### src/sv/gpi_pkg.sv
// Shared types, constants and kernel weights for the Gaussian pyramid block.
// Used by gpi_front, gpi_back and gaussian_pyramid_interp.
package gpi_pkg;

  localparam int MAX_DIM   = 256;
  localparam int IMG_AW    = 16;
  localparam int PYR_DEPTH = 21845;
  localparam int PYR_AW    = 15;
  localparam int Q_DEPTH   = 4;
  localparam int Q_AW      = 2;

  localparam logic [1:0] MODE_LOAD  = 2'd0;
  localparam logic [1:0] MODE_BUILD = 2'd1;
  localparam logic [1:0] MODE_QUERY = 2'd2;
  localparam logic [1:0] MODE_NONE  = 2'd3;

  localparam logic KIND_QUERY = 1'b0;
  localparam logic KIND_BUILD = 1'b1;

  localparam logic REG_WIDTH  = 1'b0;
  localparam logic REG_HEIGHT = 1'b1;

  typedef struct packed {
    logic [1:0]  mode;
    logic [7:0]  x_coord;
    logic [7:0]  y_coord;
    logic [3:0]  level;
    logic [31:0] pixel_value;
  } item_t;

  typedef struct packed {
    logic [8:0] width;
    logic [8:0] height;
  } cfg_t;

  // 5-tap kernel in Q0.16
  function automatic logic [14:0] tap_weight(input logic [2:0] i);
    logic [14:0] w;
    case (i)
      3'd0, 3'd4: w = 15'd3277;
      3'd1, 3'd3: w = 15'd16384;
      3'd2:       w = 15'd26214;
      default:    w = 15'd0;
    endcase
    return w;
  endfunction

  function automatic logic [29:0] kernel_weight(input logic [2:0] i, input logic [2:0] j);
    return 30'(tap_weight(i)) * 30'(tap_weight(j));
  endfunction

  // Clamp a size register to 1..MAX_DIM
  function automatic logic [8:0] clamp_dim(input logic [8:0] v);
    logic [8:0] r;
    if (v == 9'd0) r = 9'd1;
    else if (v > 9'(MAX_DIM)) r = 9'(MAX_DIM);
    else r = v;
    return r;
  endfunction

endpackage

### src/sv/gpi_front.sv
// Input side: takes stream requests, drops unused codes, queues the rest.
// Depends on gpi_pkg.
module gpi_front (
  input  logic               clk,
  input  logic               rst,
  input  logic               s_tvalid,
  output logic               s_tready,
  input  logic [55:0]        s_tdata,
  output logic               q_valid,
  output gpi_pkg::item_t     q_item,
  input  logic               q_pop
);

  gpi_pkg::item_t         fifo [gpi_pkg::Q_DEPTH];
  logic [gpi_pkg::Q_AW-1:0] head;
  logic [gpi_pkg::Q_AW-1:0] tail;
  logic [gpi_pkg::Q_AW:0]   count;
  gpi_pkg::item_t         in_item;
  logic                   push;
  logic                   pop;

  // Unpack the request, lowest field first
  assign in_item.mode        = s_tdata[1:0];
  assign in_item.x_coord     = s_tdata[9:2];
  assign in_item.y_coord     = s_tdata[17:10];
  assign in_item.level       = s_tdata[21:18];
  assign in_item.pixel_value = s_tdata[53:22];

  assign s_tready = (count != (gpi_pkg::Q_AW+1)'(gpi_pkg::Q_DEPTH));
  assign push     = s_tvalid && s_tready && (in_item.mode != gpi_pkg::MODE_NONE);
  assign q_valid  = (count != '0);
  assign pop      = q_pop && q_valid;
  assign q_item   = fifo[head];

  // Store payload
  always_ff @(posedge clk) begin
    if (push) begin
      fifo[tail] <= in_item;
    end
  end

  // Advance pointers
  always_ff @(posedge clk) begin
    if (rst) begin
      head  <= '0;
      tail  <= '0;
      count <= '0;
    end else begin
      if (push) tail <= tail + 1'b1;
      if (pop) head <= head + 1'b1;
      if (push && !pop) count <= count + 1'b1;
      else if (pop && !push) count <= count - 1'b1;
    end
  end

endmodule

### config.mk
export PLATFORM = sky130hd
export DESIGN_NAME = gpi_front
export DESIGN_NICKNAME = d
export VERILOG_FILES = /design/src/sv/gpi_pkg.sv /design/src/sv/gpi_front.sv
export SDC_FILE = /design/constraint.sdc
export NUM_CORES = 1
export LEC_CHECK = 0
export BUFFER_PORTS_ARGS = -buffer_cell sky130_fd_sc_hd__buf_2
export CAP_MARGIN = 20
export CORE_MARGIN = 4
export CORE_UTILIZATION = 30
export CTS_CLUSTER_SIZE = 20
export DETAILED_ROUTE_END_ITERATION = 8
export SYNTH_ARGS = -nofsm -noshare
export SYNTH_HDL_FRONTEND = slang
export SYNTH_SLANG_ARGS = --single-unit
### constraint.sdc
create_clock -name clk -period 3.86 [get_ports clk]
set_input_delay 0.386 -clock clk [delete_from_list [all_inputs] [get_ports clk]]
set_output_delay 0.386 -clock clk [all_outputs]
set_load 0.03 [all_outputs]
==> flow_metrics.env <==
export IMPL_status="complete, no violations"
export IMPL_core_area_sq_um=27100
export IMPL_synth_cell_types=24
export IMPL_portBuffers=113
export IMPL_synth_area_leader_cell="edfxtp_1"
export IMPL_clock_path_buffers=3
export IMPL_p_clk_share_pct=32.1
export IMPL_startpoint_type="flop"
export IMPL_clk_pin_slew_worst_paths_ns=0.06
export IMPL_hold_end="fifo[3][48]"
export IMPL_p_seq_share_pct=44.0
export IMPL_hpwl_microns=9100
export IMPL_synth_main_ff_cell="edfxtp_1"
export IMPL_cts_sinks=225
export IMPL_root_buffer="clkbuf_16"
export IMPL_grt_overflow=0
export IMPL_initial_core_util_pct=30.7
export IMPL_slowest_stage="dfxtp_4"
export IMPL_post_cts_buffers=0
export IMPL_rsz0062_at_grt="false"
export IMPL_drt_wl_total_microns=15600
export IMPL_die_w_microns=174
export IMPL_max_clock_freq_mhz=359
export IMPL_hold_path_depth=1
export IMPL_path_buf_inv=2
export IMPL_fin_skew_ns=0.0179
export IMPL_ys_seq_elements=225
export IMPL_cts_hold_buf=0
export IMPL_synthMostInstantiatedCell="edfxtp_1"
export IMPL_cp_top_family="flip-flops"
export IMPL_row_count=60
export IMPL_n_antenna_cell=0
export IMPL_synth_area_leaders="edfxtp_1 (78%), mux4_2 (13%), dfxtp_1 (2.2%)"
export IMPL_yosys_warnings=0
export IMPL_die_area_sq_um=30400
export IMPL_switching_share_pct=29.8
export IMPL_postRouteAntennaNets=0
export IMPL_synthesis_instances=331
export IMPL_htree_levels=1
export IMPL_cts_buffers=24
export IMPL_io_pins=116
export IMPL_setup_viol_count_final=0
export IMPL_post_route_drc_count=0
export IMPL_slowest_delay_ns=0.72
export IMPL_critical_path_class="reg2out"
export IMPL_area_growth_pct=21.1
export IMPL_p_per_area_nw_per_um2=688
export IMPL_cts_tree="built"
export IMPL_die_h_microns=174
export IMPL_muxShareOfSynthArea_pct=15.3
export IMPL_yosys_area_share_simple_pct=1.04
export IMPL_power_leakage_nw=3.33
export IMPL_synth_nets=397
export IMPL_drive_gt1_share_pct=43.9
export IMPL_synth_fa_ha_area_share_pct=0.994
export IMPL_maxCapViolations=0
export IMPL_yosysSeqAreaShare_pct=80.2
export IMPL_total_power_mw=6.93
export IMPL_finalMaxSlewViolations=0
export IMPL_synth_xor_area_share_pct=0.422
export IMPL_p_int_mw=4.86
export IMPL_r2r_slack_ns=1.42
export IMPL_synth_top_family_by_area="multiplexers"
export IMPL_worstHoldPathType="in2reg"
export IMPL_synth_edf_count=216
export IMPL_final_fill_count=2468
export IMPL_finalHoldViolCount=0
export IMPL_grt_first_pass_wirelength_microns=24000
export IMPL_worst_path_max_fanout=30
export IMPL_vias_per_cell=4.46
export IMPL_tightestPinTransition_ns=0.907
export IMPL_cts_resized=0
export IMPL_synth_common_cells="edfxtp_1 (216), mux4_2 (49), dfxtp_1 (9)"
export IMPL_synthArstFlopShare_pct=0
export IMPL_num_vias=3790
export IMPL_routedWlPerCell_microns=18.4
export IMPL_switchingPower_mw=2.07
export IMPL_max_slew_margin_rel_pct=39.5
export IMPL_avgSynthCellArea_sq_um=25.1
export IMPL_synth_area_sq_um=8310
export IMPL_dr_pass1_iters=4
export IMPL_drt_initial_drc_count=197
export IMPL_antenna_found_initial=1
export IMPL_crit_chain="buf_12 -> mux4_1 -> buf_2"
export IMPL_place_gp_congestion=0.710
export IMPL_insertion_delay_ns=0.51
export IMPL_first_global_vias=4177
export IMPL_fin_setup_tns_ns=0
export IMPL_hp_start="s_tdata[6]"
export IMPL_dr_wl_met2_microns=7940
export IMPL_num_nets_final=526
export IMPL_combPwrFrac_pct=23.9
export IMPL_ir_drop_mv=0.385
export IMPL_r2r_start="count[0]"
export IMPL_critPathArrivalTime_ns=2.40
export IMPL_synth_compound_area_share_pct=0.633
export IMPL_routed_top_layer="met5"
export IMPL_fin_crit_sh_pct=72.2
export IMPL_required_ns=3.47
export IMPL_grt_max_degree=55
export IMPL_endpoint_kind="output port"
export IMPL_reg2regPathDepth=8
export IMPL_wl_met3_microns=828
export IMPL_postLayoutCoreUtil_pct=37.1
export IMPL_synth_top_area_share_pct=78.1
export IMPL_wl_met1_microns=6500
export IMPL_track_usage_pct=10.1
export IMPL_regToRegEndpoint="count[2]"
export IMPL_finalCriticalPeriod_ns=2.79
-- stage by stage --
step / setup slack, ns / std cells / area (sq um) / hold slack [ns]
after floorplan: 1.25 / 331 / 8310 / 0.482
after global placement: 1.51 / 806 / 9290 / 0.490
after detailed placement: 1.40 / 806 / 9290 / 0.517
after CTS: 0.950 / 850 / 10100 / 0.0599
after global routing: 0.888 / 850 / 10100 / 0.0674
final: 1.07 / 850 / 10100 / 0.0943
-- how the worst max path moves through the flow --
stage,from,end,slack [ns],cells past startpoint
6_report,flop,q_item[15],1.07,3
5_1_grt,flop,q_item[15],0.89,3
4_1_cts,flop,q_item[49],0.95,3
3_5_place_dp,s_tdata[0],count[2],1.40,8
3_3_place_gp,s_tdata[0],count[2],1.51,8
2_1_floorplan,count[0],fifo[0][0],1.25,3
-- per-layer routing --
layer,vias up,GRT usage (%)
met1,1992,12.4
met4,2,2.71
li1,1673,-
met3,29,2.41
met2,94,17.9
met5,-,0
-- area by class of cell --
class	count	area [sq um]	share of cell area, %
Inverter	4	15.0	0.149
Timing Repair Buffer	116	601	5.97
Clock inverter	15	135	1.34
Tap cell	372	465	4.62
Multi-Input combinational cell	89	1540	15.3
Sequential cell	225	6670	66.3
Clock buffer	29	641	6.36
-- power by group through the flow --
stage	logic, mW	registers (mW)	clock network, mW
after floorplan	1.34	2.99	0
after global placement	1.67	3.09	0
after detailed placement	1.70	3.11	0
after CTS	1.70	3.06	2.29
after global routing	1.77	3.09	2.40
final	1.66	3.05	2.22
-- state kept, by name (all words and copies together) (netlist names), named ones only --
signal / flops
fifo: 216
count: 3
head: 2
tail: 2
-- cell usage in the layout, fill, tap and decap left out, types with 2 or more instances in the layout --
master and count:
and2_4 4, buf_2 113, buf_4 2, bufinv_16 2, clkbuf_1 4, clkbuf_16 25, clkinv_1 4, clkinv_2 4
clkinv_4 2, clkinvlp_4 3, dfxtp_1 7, edfxtp_1 216, ha_1 5, inv_1 4, mux2i_1 2, mux4_1 5
mux4_2 49, nand2b_1 2, nor2_1 7, or3_1 2, xor2_1 4
-- cells by family after synthesis --
kind of cell	count (synthesis)
DFF	225
muxes	57
buffers and inverters	17
and+or+nand+nor	17
adders and majority gates	6
AOI/OAI and AO/OA	5
xor gates and xnor gates	4
No activity file was read; power rests on OpenSTA's default activity.
